<file path="config.mk">
export PLATFORM = sky130hd
export DESIGN_NAME = modbus_rtu_slave_frame_handler_top_flat
export DESIGN_NICKNAME = d
export VERILOG_FILES = /design/src/rtl/core/mrs_pkg.sv /design/src/rtl/core/mrs_if.sv /design/src/rtl/core/mrs_ctrl.sv /design/src/rtl/core/mrs_dp.sv /design/src/rtl/core/modbus_rtu_slave_frame_handler_top.sv /design/src/flat_wrapper.sv
export SDC_FILE = /design/constraint.sdc
export NUM_CORES = 2
export LEC_CHECK = 0
export BUFFER_PORTS_ARGS = -buffer_cell sky130_fd_sc_hd__buf_4
export CELL_PAD_IN_SITES_DETAIL_PLACEMENT = 2
export CELL_PAD_IN_SITES_GLOBAL_PLACEMENT = 2
export CORE_MARGIN = 2
export CORE_UTILIZATION = 45
export CTS_BUF_LIST = sky130_fd_sc_hd__clkbuf_8
export DETAILED_ROUTE_END_ITERATION = 7
export GPL_TIMING_DRIVEN = 0
export MAX_ROUTING_LAYER = met4
export PLACE_DENSITY_LB_ADDON = 0.05
export RECOVER_POWER = 25
export SETUP_SLACK_MARGIN = 0.2
export SYNTH_ARGS = -nofsm -noshare
export SYNTH_HDL_FRONTEND = slang
export SYNTH_HIERARCHICAL = 1
export SYNTH_SLANG_ARGS = --single-unit
</file>
<file path="constraint.sdc">
create_clock -name clk -period 6 [get_ports clk]
set_input_delay 1.2 -clock clk [delete_from_list [all_inputs] [get_ports clk]]
set_output_delay 1.2 -clock clk [all_outputs]
set_load 0.03 [all_outputs]
</file>
<file path="src/rtl/core/mrs_pkg.sv">
// Package for the Modbus RTU slave frame handler.
// Function codes, exception codes, controller/datapath bundles, CRC step and reset tables.
// No dependencies.
package mrs_pkg;

	localparam logic [7:0] FC_RD_COILS = 8'd1;
	localparam logic [7:0] FC_RD_DISC  = 8'd2;
	localparam logic [7:0] FC_RD_HOLD  = 8'd3;
	localparam logic [7:0] FC_RD_INPUT = 8'd4;
	localparam logic [7:0] FC_WR_COIL  = 8'd5;
	localparam logic [7:0] FC_WR_REG   = 8'd6;
	localparam logic [7:0] FC_WR_COILS = 8'd15;
	localparam logic [7:0] FC_WR_REGS  = 8'd16;

	localparam logic [1:0] EXC_NONE  = 2'd0;
	localparam logic [1:0] EXC_FUNC  = 2'd1;
	localparam logic [1:0] EXC_ADDR  = 2'd2;
	localparam logic [1:0] EXC_VALUE = 2'd3;

	localparam logic [7:0]  EXC_FLAG       = 8'h80;
	localparam logic [15:0] MAX_READ_REGS  = 16'd125;
	localparam logic [15:0] MAX_READ_BITS  = 16'd2000;
	localparam logic [15:0] MAX_WRITE_REGS = 16'd123;
	localparam logic [15:0] MAX_WRITE_BITS = 16'd1968;
	localparam logic [7:0]  COIL_ON        = 8'hFF;
	localparam logic [15:0] CRC_INIT       = 16'hFFFF;
	localparam logic [15:0] CRC_POLY       = 16'hA001;
	localparam logic [15:0] DATA_OFFSET    = 16'd7;

	localparam logic [2:0] K_EXC     = 3'd0;
	localparam logic [2:0] K_RREG    = 3'd1;
	localparam logic [2:0] K_RBIT    = 3'd2;
	localparam logic [2:0] K_WSINGLE = 3'd3;
	localparam logic [2:0] K_WCOILS  = 3'd4;
	localparam logic [2:0] K_WREGS   = 3'd5;

	localparam logic [2:0] EM_HDR  = 3'd0;
	localparam logic [2:0] EM_REG  = 3'd1;
	localparam logic [2:0] EM_BIT  = 3'd2;
	localparam logic [2:0] EM_CRCL = 3'd3;
	localparam logic [2:0] EM_CRCH = 3'd4;

	localparam int MAX_BITS = 400;

	typedef struct packed {
		logic       rx_take;
		logic       decode;
		logic       wr_single;
		logic       rd_issue;
		logic       rd_lo;
		logic       cap_hi;
		logic       wr_coil;
		logic       wr_reg;
		logic       gather;
		logic       emit;
		logic [2:0] emit_sel;
		logic       frame_done;
	} mrs_cmd_t;

	typedef struct packed {
		logic [2:0] kind;
		logic       hdr_last;
		logic       i_end;
		logic       bit_full;
		logic       out_free;
	} mrs_sts_t;

	function automatic logic [15:0] crc_byte(input logic [15:0] crc, input logic [7:0] b);
		logic [15:0] c;
		c = crc ^ {8'h00, b};
		for (int k = 0; k < 8; k++) begin
			c = c[0] ? ((c >> 1) ^ CRC_POLY) : (c >> 1);
		end
		return c;
	endfunction

	function automatic logic [15:0] reg_init(input int idx);
		logic [15:0] v;
		case (idx)
			0: v = 16'd0;      1: v = 16'd1111;   2: v = 16'd2222;   3: v = 16'd3333;
			4: v = 16'd4444;   5: v = 16'd5555;   6: v = 16'd6666;   7: v = 16'd7777;
			8: v = 16'd8888;   9: v = 16'd9999;   10: v = 16'd12345; 11: v = 16'd15432;
			12: v = 16'd15535; 13: v = 16'd10234; 14: v = 16'd19876; 15: v = 16'd13579;
			16: v = 16'd10293; 17: v = 16'd19827; 18: v = 16'd13456; 19: v = 16'd14567;
			20: v = 16'd21345; 21: v = 16'd22345; 22: v = 16'd24567; 23: v = 16'd25678;
			24: v = 16'd26789; 25: v = 16'd24680; 26: v = 16'd20394; 27: v = 16'd29384;
			default: v = 16'd26937;
		endcase
		return v;
	endfunction

	function automatic logic [MAX_BITS-1:0] bit_pattern(input logic [39:0] pat);
		logic [MAX_BITS-1:0] r;
		for (int b = 0; b < MAX_BITS / 8; b++) begin
			r[b*8 +: 8] = pat[(b % 5) * 8 +: 8];
		end
		return r;
	endfunction

	localparam logic [MAX_BITS-1:0] COIL_ALL = bit_pattern(40'hCC_55_AA_9C_49);
	localparam logic [MAX_BITS-1:0] DISC_ALL = bit_pattern(40'h69_AA_55_9A_46);

endpackage

</file>
<file path="src/rtl/core/mrs_if.sv">
// Valid/ready channel interfaces for request and response bytes.
// No dependencies.
interface mrs_rx_if;
	logic       valid;
	logic       ready;
	logic [7:0] rx_byte;
	logic       frame_last;
	modport source (output valid, output rx_byte, output frame_last, input ready);
	modport sink (input valid, input rx_byte, input frame_last, output ready);
endinterface

interface mrs_tx_if;
	logic       valid;
	logic       ready;
	logic [7:0] tx_byte;
	logic       tx_last;
	modport source (output valid, output tx_byte, output tx_last, input ready);
	modport sink (input valid, input tx_byte, input tx_last, output ready);
endinterface

</file>
<file path="src/rtl/core/mrs_ctrl.sv">
// Sequencer for the Modbus RTU slave frame handler.
// Depends on mrs_pkg.
module mrs_ctrl (
	input  logic             clk,
	input  logic             arst_n,
	input  logic             rx_valid,
	input  logic             rx_last,
	output logic             rx_ready,
	input  mrs_pkg::mrs_sts_t sts,
	output mrs_pkg::mrs_cmd_t cmd
);
	import mrs_pkg::*;

	localparam logic [3:0] S_RX     = 4'd0;
	localparam logic [3:0] S_DEC    = 4'd1;
	localparam logic [3:0] S_WS     = 4'd2;
	localparam logic [3:0] S_WC_RD  = 4'd3;
	localparam logic [3:0] S_WC_DO  = 4'd4;
	localparam logic [3:0] S_WR_RDH = 4'd5;
	localparam logic [3:0] S_WR_RDL = 4'd6;
	localparam logic [3:0] S_WR_DO  = 4'd7;
	localparam logic [3:0] S_HDR    = 4'd8;
	localparam logic [3:0] S_RDREG  = 4'd9;
	localparam logic [3:0] S_GATH   = 4'd10;
	localparam logic [3:0] S_BITOUT = 4'd11;
	localparam logic [3:0] S_BITLST = 4'd12;
	localparam logic [3:0] S_CRCL   = 4'd13;
	localparam logic [3:0] S_CRCH   = 4'd14;

	logic [3:0] state_q, state_d;

	always_ff @(posedge clk or negedge arst_n) begin
		if (!arst_n) begin
			state_q <= S_RX;
		end else begin
			state_q <= state_d;
		end
	end

	assign rx_ready = (state_q == S_RX);

	always_comb begin
		state_d = state_q;
		cmd = '0;
		unique case (state_q)
			S_RX: begin
				if (rx_valid) begin
					cmd.rx_take = 1'b1;
					if (rx_last) state_d = S_DEC;
				end
			end
			S_DEC: begin
				cmd.decode = 1'b1;
				unique case (sts.kind)
					K_WSINGLE: state_d = S_WS;
					K_WCOILS:  state_d = S_WC_RD;
					K_WREGS:   state_d = S_WR_RDH;
					default:   state_d = S_HDR;
				endcase
			end
			S_WS: begin
				cmd.wr_single = 1'b1;
				state_d = S_HDR;
			end
			S_WC_RD: begin
				cmd.rd_issue = 1'b1;
				state_d = S_WC_DO;
			end
			S_WC_DO: begin
				cmd.wr_coil = 1'b1;
				state_d = sts.i_end ? S_HDR : S_WC_RD;
			end
			S_WR_RDH: begin
				cmd.rd_issue = 1'b1;
				state_d = S_WR_RDL;
			end
			S_WR_RDL: begin
				cmd.rd_issue = 1'b1;
				cmd.rd_lo = 1'b1;
				cmd.cap_hi = 1'b1;
				state_d = S_WR_DO;
			end
			S_WR_DO: begin
				cmd.wr_reg = 1'b1;
				state_d = sts.i_end ? S_HDR : S_WR_RDH;
			end
			S_HDR: begin
				cmd.emit_sel = EM_HDR;
				if (sts.out_free) begin
					cmd.emit = 1'b1;
					if (sts.hdr_last) begin
						if (sts.kind == K_RREG) state_d = S_RDREG;
						else if (sts.kind == K_RBIT) state_d = S_GATH;
						else state_d = S_CRCL;
					end
				end
			end
			S_RDREG: begin
				cmd.emit_sel = EM_REG;
				if (sts.out_free) begin
					cmd.emit = 1'b1;
					if (sts.i_end) state_d = S_CRCL;
				end
			end
			S_GATH: begin
				cmd.gather = 1'b1;
				if (sts.bit_full) state_d = sts.i_end ? S_BITLST : S_BITOUT;
			end
			S_BITOUT, S_BITLST: begin
				cmd.emit_sel = EM_BIT;
				if (sts.out_free) begin
					cmd.emit = 1'b1;
					state_d = (state_q == S_BITLST) ? S_CRCL : S_GATH;
				end
			end
			S_CRCL: begin
				cmd.emit_sel = EM_CRCL;
				if (sts.out_free) begin
					cmd.emit = 1'b1;
					state_d = S_CRCH;
				end
			end
			S_CRCH: begin
				cmd.emit_sel = EM_CRCH;
				if (sts.out_free) begin
					cmd.emit = 1'b1;
					cmd.frame_done = 1'b1;
					state_d = S_RX;
				end
			end
			default: state_d = S_RX;
		endcase
	end

endmodule

</file>
<file path="src/rtl/core/mrs_dp.sv">
// Datapath: frame buffer, data stores, request decode, response bytes and CRC.
// Depends on mrs_pkg.
module mrs_dp #(
	parameter int REG_COUNT   = 16,
	parameter int BIT_COUNT   = 200,
	parameter int FRAME_BYTES = 256
) (
	input  logic              clk,
	input  logic              arst_n,
	input  logic              cfg_we,
	input  logic [7:0]        cfg_wdata,
	input  logic [7:0]        rx_byte,
	input  mrs_pkg::mrs_cmd_t cmd,
	output mrs_pkg::mrs_sts_t sts,
	input  logic              tx_ready,
	output logic              tx_valid,
	output logic [7:0]        tx_byte,
	output logic              tx_last
);
	import mrs_pkg::*;

	localparam int AW  = $clog2(FRAME_BYTES);
	localparam int LW  = $clog2(FRAME_BYTES + 1);
	localparam int CW  = $clog2(BIT_COUNT + 2 * REG_COUNT + 8);
	localparam int PW  = $clog2(2 * BIT_COUNT + 8);
	localparam int BIW = $clog2(BIT_COUNT);
	localparam int RIW = (REG_COUNT > 1) ? $clog2(REG_COUNT) : 1;
	localparam logic [BIT_COUNT-1:0] COIL_RST = COIL_ALL[BIT_COUNT-1:0];
	localparam logic [BIT_COUNT-1:0] DISC_VAL = DISC_ALL[BIT_COUNT-1:0];

	logic [7:0]           mem_q [FRAME_BYTES];
	logic [LW-1:0]        len_q;
	logic [7:0]           hdr_q [6];
	logic [7:0]           slave_q;
	logic [15:0]          holding_q [REG_COUNT];
	logic [BIT_COUNT-1:0] coil_q;
	logic [7:0]           rd_data_q;
	logic                 rd_ok_q;
	logic [7:0]           hi_q;
	logic [CW-1:0]        i_q;
	logic [CW-1:0]        limit_q;
	logic [7:0]           count_q;
	logic [2:0]           hx_q;
	logic [7:0]           shift_q;
	logic [15:0]          crc_q;
	logic                 tx_valid_q;
	logic [7:0]           tx_byte_q;
	logic                 tx_last_q;

	logic [7:0]    fc;
	logic [15:0]   start, qty, rd_addr;
	logic [16:0]   sum;
	logic [1:0]    exc;
	logic [2:0]    kind;
	logic [CW-1:0] qty_c, qty_r8;
	logic [PW-1:0] ptr;
	logic [RIW-1:0] rw_idx, rr_idx;
	logic [15:0]   rword;
	logic          bit_val;
	logic [7:0]    rd_byte, hdr_byte, emit_byte;

	assign fc    = hdr_q[1];
	assign start = {hdr_q[2], hdr_q[3]};
	assign qty   = {hdr_q[4], hdr_q[5]};
	assign sum   = {1'b0, start} + {1'b0, qty};
	assign qty_c = qty[CW-1:0];
	assign qty_r8 = (qty_c + CW'(7)) & ~CW'(7);

	always_comb begin
		exc = EXC_NONE;
		unique case (fc) inside
			FC_RD_HOLD, FC_RD_INPUT: begin
				if (qty == 16'd0 || qty > MAX_READ_REGS) exc = EXC_VALUE;
				else if (sum > 17'(REG_COUNT)) exc = EXC_ADDR;
			end
			FC_RD_COILS, FC_RD_DISC: begin
				if (qty == 16'd0 || qty > MAX_READ_BITS) exc = EXC_VALUE;
				else if (sum > 17'(BIT_COUNT)) exc = EXC_ADDR;
			end
			FC_WR_COIL: begin
				if (start >= 16'(BIT_COUNT)) exc = EXC_ADDR;
			end
			FC_WR_REG: begin
				if (start >= 16'(REG_COUNT)) exc = EXC_ADDR;
			end
			FC_WR_COILS: begin
				if (qty == 16'd0 || qty > MAX_WRITE_BITS) exc = EXC_VALUE;
				else if (sum > 17'(BIT_COUNT)) exc = EXC_ADDR;
			end
			FC_WR_REGS: begin
				if (qty == 16'd0 || qty > MAX_WRITE_REGS) exc = EXC_VALUE;
				else if (sum > 17'(REG_COUNT)) exc = EXC_ADDR;
			end
			default: exc = EXC_FUNC;
		endcase
	end

	always_comb begin
		if (exc != EXC_NONE) begin
			kind = K_EXC;
		end else begin
			unique case (fc) inside
				FC_RD_HOLD, FC_RD_INPUT: kind = K_RREG;
				FC_RD_COILS, FC_RD_DISC: kind = K_RBIT;
				FC_WR_COILS:             kind = K_WCOILS;
				FC_WR_REGS:              kind = K_WREGS;
				default:                 kind = K_WSINGLE;
			endcase
		end
	end

	assign ptr     = start[PW-1:0] + PW'(i_q);
	assign rw_idx  = RIW'(start[RIW-1:0] + RIW'(i_q));
	assign rr_idx  = RIW'(start[RIW-1:0] + RIW'(i_q >> 1));
	assign rword   = (fc == FC_RD_HOLD) ? holding_q[rr_idx] : reg_init(int'(rr_idx));
	assign bit_val = ({{(16-CW){1'b0}}, i_q} < qty) && (ptr < PW'(BIT_COUNT))
		&& ((fc == FC_RD_COILS) ? coil_q[ptr[BIW-1:0]] : DISC_VAL[ptr[BIW-1:0]]);
	assign rd_byte = rd_ok_q ? rd_data_q : 8'h00;
	assign rd_addr = (kind == K_WCOILS)
		? DATA_OFFSET + 16'(i_q >> 3)
		: DATA_OFFSET + 16'({i_q, 1'b0}) + {15'd0, cmd.rd_lo};

	always_comb begin
		hdr_byte = 8'h00;
		if (kind == K_EXC) begin
			case (hx_q)
				3'd0:    hdr_byte = hdr_q[0];
				3'd1:    hdr_byte = fc | EXC_FLAG;
				default: hdr_byte = {6'd0, exc};
			endcase
		end else if (kind == K_RREG || kind == K_RBIT) begin
			case (hx_q)
				3'd0:    hdr_byte = slave_q;
				3'd1:    hdr_byte = fc;
				default: hdr_byte = count_q;
			endcase
		end else begin
			case (hx_q)
				3'd0:    hdr_byte = slave_q;
				3'd1:    hdr_byte = hdr_q[1];
				3'd2:    hdr_byte = hdr_q[2];
				3'd3:    hdr_byte = hdr_q[3];
				3'd4:    hdr_byte = hdr_q[4];
				default: hdr_byte = hdr_q[5];
			endcase
		end
	end

	always_comb begin
		case (cmd.emit_sel)
			EM_HDR:  emit_byte = hdr_byte;
			EM_REG:  emit_byte = i_q[0] ? rword[7:0] : rword[15:8];
			EM_BIT:  emit_byte = shift_q;
			EM_CRCL: emit_byte = crc_q[7:0];
			default: emit_byte = crc_q[15:8];
		endcase
	end

	assign sts.kind     = kind;
	assign sts.hdr_last = (kind == K_EXC || kind == K_RREG || kind == K_RBIT)
		? (hx_q == 3'd2) : (hx_q == 3'd5);
	assign sts.i_end    = (i_q == limit_q);
	assign sts.bit_full = (i_q[2:0] == 3'd7);
	assign sts.out_free = !tx_valid_q || tx_ready;

	assign tx_valid = tx_valid_q;
	assign tx_byte  = tx_byte_q;
	assign tx_last  = tx_last_q;

	always_ff @(posedge clk) begin
		if (cmd.rx_take && len_q < LW'(FRAME_BYTES)) mem_q[len_q[AW-1:0]] <= rx_byte;
		if (cmd.rd_issue) begin
			rd_data_q <= mem_q[rd_addr[AW-1:0]];
			rd_ok_q   <= rd_addr < 16'(len_q);
		end
		if (cmd.cap_hi) hi_q <= rd_byte;
		if (cmd.gather) shift_q <= {bit_val, shift_q[7:1]};
		if (cmd.emit) begin
			tx_byte_q <= emit_byte;
			tx_last_q <= (cmd.emit_sel == EM_CRCH);
		end
		if (cmd.decode) begin
			unique case (kind)
				K_RREG:  limit_q <= (qty_c << 1) - CW'(1);
				K_RBIT:  limit_q <= qty_r8 - CW'(1);
				default: limit_q <= qty_c - CW'(1);
			endcase
			count_q <= (kind == K_RREG) ? 8'(qty_c << 1) : 8'(qty_r8 >> 3);
		end
	end

	always_ff @(posedge clk or negedge arst_n) begin
		if (!arst_n) begin
			len_q      <= '0;
			slave_q    <= 8'd1;
			coil_q     <= COIL_RST;
			i_q        <= '0;
			hx_q       <= '0;
			crc_q      <= CRC_INIT;
			tx_valid_q <= 1'b0;
			for (int k = 0; k < 6; k++) hdr_q[k] <= 8'h00;
			for (int k = 0; k < REG_COUNT; k++) holding_q[k] <= reg_init(k);
		end else begin
			if (cfg_we) slave_q <= cfg_wdata;
			if (cmd.rx_take) begin
				if (len_q < LW'(FRAME_BYTES)) len_q <= len_q + LW'(1);
				if (len_q == '0) begin
					hdr_q[0] <= rx_byte;
					for (int k = 1; k < 6; k++) hdr_q[k] <= 8'h00;
				end
				for (int k = 1; k < 6; k++) begin
					if (len_q == LW'(k)) hdr_q[k] <= rx_byte;
				end
			end
			if (cmd.frame_done) len_q <= '0;
			if (cmd.decode) begin
				i_q   <= '0;
				hx_q  <= '0;
				crc_q <= CRC_INIT;
			end
			if (cmd.wr_single) begin
				if (fc == FC_WR_REG) begin
					holding_q[start[RIW-1:0]] <= qty;
				end else if (hdr_q[5] == 8'h00) begin
					if (hdr_q[4] == COIL_ON) coil_q[start[BIW-1:0]] <= 1'b1;
					else if (hdr_q[4] == 8'h00) coil_q[start[BIW-1:0]] <= 1'b0;
				end
			end
			if (cmd.wr_coil) begin
				coil_q[ptr[BIW-1:0]] <= rd_byte[i_q[2:0]];
				i_q <= i_q + CW'(1);
			end
			if (cmd.wr_reg) begin
				holding_q[rw_idx] <= {hi_q, rd_byte};
				i_q <= i_q + CW'(1);
			end
			if (cmd.gather) i_q <= i_q + CW'(1);
			if (cmd.emit) begin
				tx_valid_q <= 1'b1;
				if (cmd.emit_sel != EM_CRCL && cmd.emit_sel != EM_CRCH) begin
					crc_q <= crc_byte(crc_q, emit_byte);
				end
				if (cmd.emit_sel == EM_HDR) begin
					hx_q <= hx_q + 3'd1;
					if (sts.hdr_last) i_q <= '0;
				end
				if (cmd.emit_sel == EM_REG) i_q <= i_q + CW'(1);
			end else if (tx_ready) begin
				tx_valid_q <= 1'b0;
			end
		end
	end

endmodule

</file>
<file path="src/rtl/core/modbus_rtu_slave_frame_handler_top.sv">
// Top level of the Modbus RTU slave frame handler.
// Depends on mrs_pkg, mrs_if, mrs_ctrl and mrs_dp.
//
// Usage:
//   rx carries request bytes (address byte first, CRC already checked and
//   removed); frame_last marks the final byte. Bytes are taken whenever
//   valid is high while the block is receiving.
//   tx carries the response bytes, ending with CRC low then CRC high;
//   tx_last marks the CRC high byte.
//   cfg_we/cfg_wdata write the slave address used in normal responses.
//   After the final request byte the block decodes it, then performs
//   writes: per coil a byte read and a write for code 15, per register
//   two byte reads and a write for code 16, one write for codes 5 and 6.
//   It then emits one response byte per cycle, except coil and discrete
//   reads, which gather eight bits per data byte before emitting it. A
//   new request is taken only after the CRC high byte is in the output
//   register. A stalled receiver holds the output register and the next
//   emit. Reset loads the stores' fixed tables, sets the slave address to
//   1 and empties the frame buffer; no clearing pass is needed.
module modbus_rtu_slave_frame_handler_top #(
	parameter int REG_COUNT   = 16,
	parameter int BIT_COUNT   = 200,
	parameter int FRAME_BYTES = 256
) (
	input logic       clk,
	input logic       arst_n,
	input logic       cfg_we,
	input logic [7:0] cfg_wdata,
	mrs_rx_if.sink    rx,
	mrs_tx_if.source  tx
);
	import mrs_pkg::*;

	mrs_cmd_t cmd;
	mrs_sts_t sts;

	mrs_ctrl u_ctrl (
		.clk      (clk),
		.arst_n   (arst_n),
		.rx_valid (rx.valid),
		.rx_last  (rx.frame_last),
		.rx_ready (rx.ready),
		.sts      (sts),
		.cmd      (cmd)
	);

	mrs_dp #(
		.REG_COUNT   (REG_COUNT),
		.BIT_COUNT   (BIT_COUNT),
		.FRAME_BYTES (FRAME_BYTES)
	) u_dp (
		.clk       (clk),
		.arst_n    (arst_n),
		.cfg_we    (cfg_we),
		.cfg_wdata (cfg_wdata),
		.rx_byte   (rx.rx_byte),
		.cmd       (cmd),
		.sts       (sts),
		.tx_ready  (tx.ready),
		.tx_valid  (tx.valid),
		.tx_byte   (tx.tx_byte),
		.tx_last   (tx.tx_last)
	);

endmodule
</file>
<file path="src/flat_wrapper.sv">
// flat-port wrapper written by rule: the top's interface ports become plain ports
module modbus_rtu_slave_frame_handler_top_flat import mrs_pkg::*;
#(
	parameter int REG_COUNT   = 16,
	parameter int BIT_COUNT   = 200,
	parameter int FRAME_BYTES = 256
)
  (clk, arst_n, cfg_we, cfg_wdata, rx_valid, rx_rx_byte, rx_frame_last, rx_ready, tx_valid, tx_tx_byte, tx_tx_last, tx_ready);
  mrs_rx_if rx_i ();
  mrs_tx_if tx_i ();
  input logic clk;
  input logic arst_n;
  input logic cfg_we;
  input logic [7:0] cfg_wdata;
  input wire logic [$bits(rx_i.valid)-1:0] rx_valid;
  input wire logic [$bits(rx_i.rx_byte)-1:0] rx_rx_byte;
  input wire logic [$bits(rx_i.frame_last)-1:0] rx_frame_last;
  output wire logic [$bits(rx_i.ready)-1:0] rx_ready;
  output wire logic [$bits(tx_i.valid)-1:0] tx_valid;
  output wire logic [$bits(tx_i.tx_byte)-1:0] tx_tx_byte;
  output wire logic [$bits(tx_i.tx_last)-1:0] tx_tx_last;
  input wire logic [$bits(tx_i.ready)-1:0] tx_ready;
  assign rx_i.valid = rx_valid;
  assign rx_i.rx_byte = rx_rx_byte;
  assign rx_i.frame_last = rx_frame_last;
  assign rx_ready = rx_i.ready;
  assign tx_valid = tx_i.valid;
  assign tx_tx_byte = tx_i.tx_byte;
  assign tx_tx_last = tx_i.tx_last;
  assign tx_i.ready = tx_ready;
  modbus_rtu_slave_frame_handler_top #(.REG_COUNT(REG_COUNT), .BIT_COUNT(BIT_COUNT), .FRAME_BYTES(FRAME_BYTES)) u_core (.clk(clk), .arst_n(arst_n), .cfg_we(cfg_we), .cfg_wdata(cfg_wdata), .rx(rx_i), .tx(tx_i));
endmodule
</file>
==> results_dict.tcl <==
set metrics [dict create \
    rr_endpoint "u_core/u_dp/rd_data_q[3]" \
    cts_root_buffer "clkbuf_8" \
    ys_ff_latch 2651 \
    reg2reg_from "u_core/u_dp/hdr_q[16]" \
    finalMaxSlewViolations 1663 \
    r2r_setup_slack_ns -0.67 \
    layout_common_cells "edfxtp_1, nand2_1, nor2_1, a21oi_1, mux2i_1" \
    dp.cells 13300 \
    finalCriticalPeriod_ns 6.67 \
    grt_start_max_net_pins 151 \
    ant_nets 0 \
    max_stage_delay_ns 0.78 \
    p_per_area_nw_per_um2 526 \
    nets 10600 \
    syn_inst 9699 \
    ios 33 \
    gp_congestion 1.04 \
    track_usage_pct 47.1 \
    min-delay-path-class "in2reg" \
    start_util_pct 45.3 \
    fp.dieW_um 521 \
    vias 104000 \
    grt.overflow.total 0 \
    cts_buffers 451 \
    clk_pin_slew_ns 0.06 \
    layout-drive-gt1-share_pct 20.8 \
    port_buffers 31 \
    vdd_ir_drop_max_uv 441 \
    worst-path-buf-inv 7 \
    arrival_ns 7.44 \
    drc 172 \
    violations "DRC, capacitance limit, slew limit, setup timing" \
    netlist_top_cells_area "edfxtp_1, dfrtp_1, mux2i_1" \
    clockBufferDepth 4 \
    finClkSkew_ns 0.215 \
    worst-endpoint-required_ns 6.77 \
    cp-start-kind "register" \
    finalPower_mw 75.7 \
    ys.flop_type "edfxtp_1" \
    crit_cells 23 \
    wire_per_inst_um 46.8 \
    wl_mm 678 \
    viasPerCell 7.16 \
    outcome "finished with violations" \
    reg2reg_depth 23 \
    switching_share_pct 47.4 \
    fill_cells 24700 \
    syn_area_um2 120000 \
    worstPathMaxFanout 10 \
    finalHoldViolCount 0 \
    combPwrFrac_pct 49.2 \
    dr.pass1.iters 8 \
    path_class "reg2reg" \
    async_flop_share_pct 20.9 \
    cts_tree "built" \
    die_area_um2 272000 \
    final_cells 14500 \
    crit_end "u_core/u_dp/rd_data_q[3]" \
    synth_top_cell_area_share_pct 52.3 \
    p_switching_mw 35.9 \
    cpMostUsedCell "buf_12" \
    place_ws_ns -4.35 \
    tightest_slew_ns 5.42 \
    synth-seq-area-share_pct 64.0 \
    critical-path-top-delay-family "compound AO/OA/AOI/OAI gates" \
    yosysUniqueCellTypes 103 \
    slew_headroom_pct -261 \
    seqPwrFrac_pct 28.6 \
    areaGrowthSynthToFinish_pct 19.6 \
    grt_setup_unrepaired "yes" \
    internal_power_mw 39.8 \
    antenna_found_initial 64 \
    synth_top_area_cell "edfxtp_1" \
    core_um2 266000 \
    worst_slack_ns -0.675 \
    htreeDepth 5 \
    clock_sinks 2651 \
    core.rowCount 189 \
    final_common_cell "edfxtp_1" \
    crit_start "u_core/u_dp/hdr_q[16]" \
    grt_pass1_wl_mm 860 \
    path_cells "ha_4 > fa_2 > a21o_1 > a221oi_4 > buf_6 > o21ai_4 > xor2_4 > nor3_4 > buf_4 > o311a_4 > nand3_4 > nand2_8 > clkinv_8 > buf_12 > buf_12 > buf_12 > clkbuf_4 > nand2_1 > a21oi_1 > o21ai_0 > a21oi_1 > nor4_2 > a211oi_4" \
    fin_crit_sh_pct 111 \
    clock_latency_ns 1.26 \
    drv_cap 41 \
    synth-edff-count 2098 \
    pwr-share-clk_pct 22.2 \
    synth_nets 9796 \
    die_height_um 521 \
    crit_slowest_cell "o21ai_0" \
    grt_pass1_vias 104000 \
    dpl.hpwl_mm 427 \
    end_kind "register" \
    max_freq_mhz 150 \
    yosys_warnings 6 \
    setup_viol 236 \
    syn_area_per_cell_um2 12.4 \
    leakage_nw 49.8 \
    drt_first_iter_violations 14900 \
]
[worst reg2reg max path: stages (launching register included)]
cell	delay, ns
dfrtp_4	0.57
ha_4	0.22
fa_2	0.34
a21o_1	0.23
a221oi_4	0.27
buf_6	0.17
o21ai_4	0.07
xor2_4	0.19
nor3_4	0.30
buf_4	0.18
o311a_4	0.31
nand3_4	0.36
nand2_8	0.32
clkinv_8	0.13
buf_12	0.19
buf_12	0.17
buf_12	0.18
clkbuf_4	0.28
nand2_1	0.15
a21oi_1	0.08
o21ai_0	0.78
a21oi_1	0.24
nor4_2	0.44
a211oi_4	0.18
[metrics by stage]
step | hold slack [ns] | setup TNS [ns] | cell area (µm²) | util, %
after floorplan | 0.422 | 0 | 120000 | -
after global placement | 0.431 | -1096.93 | 125000 | 47.1
after detailed placement | 0.442 | -84.98 | 126000 | 47.5
after CTS | 0.273 | -0.0182 | 140000 | 52.8
after global routing | 0.338 | -6.51 | 144000 | 54.2
final | 0.376 | -45.18 | 144000 | 54.2
[metal layers]
metal	track usage, %	part of all wire (%)	vias up	wire [µm]
met5	-	0	-	0
li1	-	-	38600	-
met3	13.1	12	3347	79500
met2	71.0	44	8410	300000
met4	35.7	11	0	71800
met1	53.3	33	53600	226000
[power by group through the flow]
stage / registers (mW) / clock network, mW / logic [mW]
3_5_place_dp: 21.9 / 0 / 27.0
4_1_cts: 21.6 / 16.1 / 31.7
5_1_grt: 21.7 / 17.4 / 36.6
6_report: 21.6 / 16.8 / 37.3
2_1_floorplan: 21.7 / 0 / 13.0
3_3_place_gp: 21.9 / 0 / 25.8
[worst min-delay path by stage]
stage                                  end                    from  cells after the start
floorplan           u_core/u_dp/shift_q[0]  u_core/u_dp/shift_q[1]                      0
global placement    u_core/u_dp/shift_q[3]  u_core/u_dp/shift_q[4]                      0
detailed placement  u_core/u_dp/shift_q[2]  u_core/u_dp/shift_q[3]                      0
CTS                 u_core/u_dp/slave_q[7]            cfg_wdata[7]                      2
global route        u_core/u_dp/slave_q[7]            cfg_wdata[7]                      2
finish              u_core/u_dp/slave_q[7]            cfg_wdata[7]                      2
[sequential cells by signal, summed over array words and instances, names as in the netlist, 3 cells and up]
register and flops:
u_core/u_dp/len_q 9, u_core/u_dp/qty_c 8, u_core/u_dp/count_q 8, u_core/u_dp/tx_byte 8, u_core/u_ctrl/state_q 4, u_core/u_dp/rd_data_q 8, u_core/u_dp/crc_q 16, u_core/u_dp/coil_q 200
u_core/u_dp/limit_q 8, u_core/u_dp/shift_q 8, u_core/u_dp/holding_q 256, u_core/u_dp/fc 8, u_core/u_dp/slave_q 8, u_core/u_dp/hx_q 3, u_core/u_dp/hdr_q 32, u_core/u_dp/mem_q 2048
u_core/u_dp/i_q 8, u_core/u_dp/hi_q 8
[cells in the mapped netlist (154+ instances only)]
| cell | instances |
|---|---|
| a211oi_1 | 365 |
| a21oi_1 | 671 |
| a31oi_1 | 163 |
| and3_1 | 202 |
| clkbuf_1 | 518 |
| dfrtp_1 | 338 |
| dfstp_2 | 215 |
| edfxtp_1 | 2098 |
| mux2i_1 | 646 |
| nand2_1 | 1064 |
| nand3_1 | 433 |
| nor2_1 | 850 |
| o21ai_0 | 347 |
| o22ai_1 | 154 |
[repair_timing]
action,in CTS,in global routing
pin swaps,113,117
setup endpoints to repair,261,87
cloned,5,8
gates resized for setup,1326,476
setup buffers,76,171
hold buffers,1,0
hold endpoints to repair,28,0
[cells by family (layout without fill, tap and decap cells)]
group	count (synthesis)	after routing	share of synthesized area (%)
and+or+nand+nor	2827	2829	10.3
DFF	2651	2651	64.0
AOI/OAI and AO/OA	2377	2377	12.9
muxes	858	858	8.54
buffers and inverters	826	1996	2.82
xor gates and xnor gates	85	85	0.660
adders and majority gates	75	75	0.798
other	0	98	0
[final cells by class]
| type | count | area (µm²) | share of cell area [%] |
|---|---|---|---|
| Antenna cell | 98 | 245 | 0.170 |
| Buffer | 761 | 6420 | 4.46 |
| Clock buffer | 494 | 6800 | 4.72 |
| Clock inverter | 333 | 1620 | 1.12 |
| Inverter | 62 | 263 | 0.182 |
| Multi-Input combinational cell | 6224 | 43500 | 30.2 |
| Sequential cell | 2651 | 77100 | 53.6 |
| Tap cell | 3533 | 4420 | 3.07 |
| Timing Repair Buffer | 346 | 3630 | 2.52 |
Note: power is estimated with default switching activity, not from simulation.
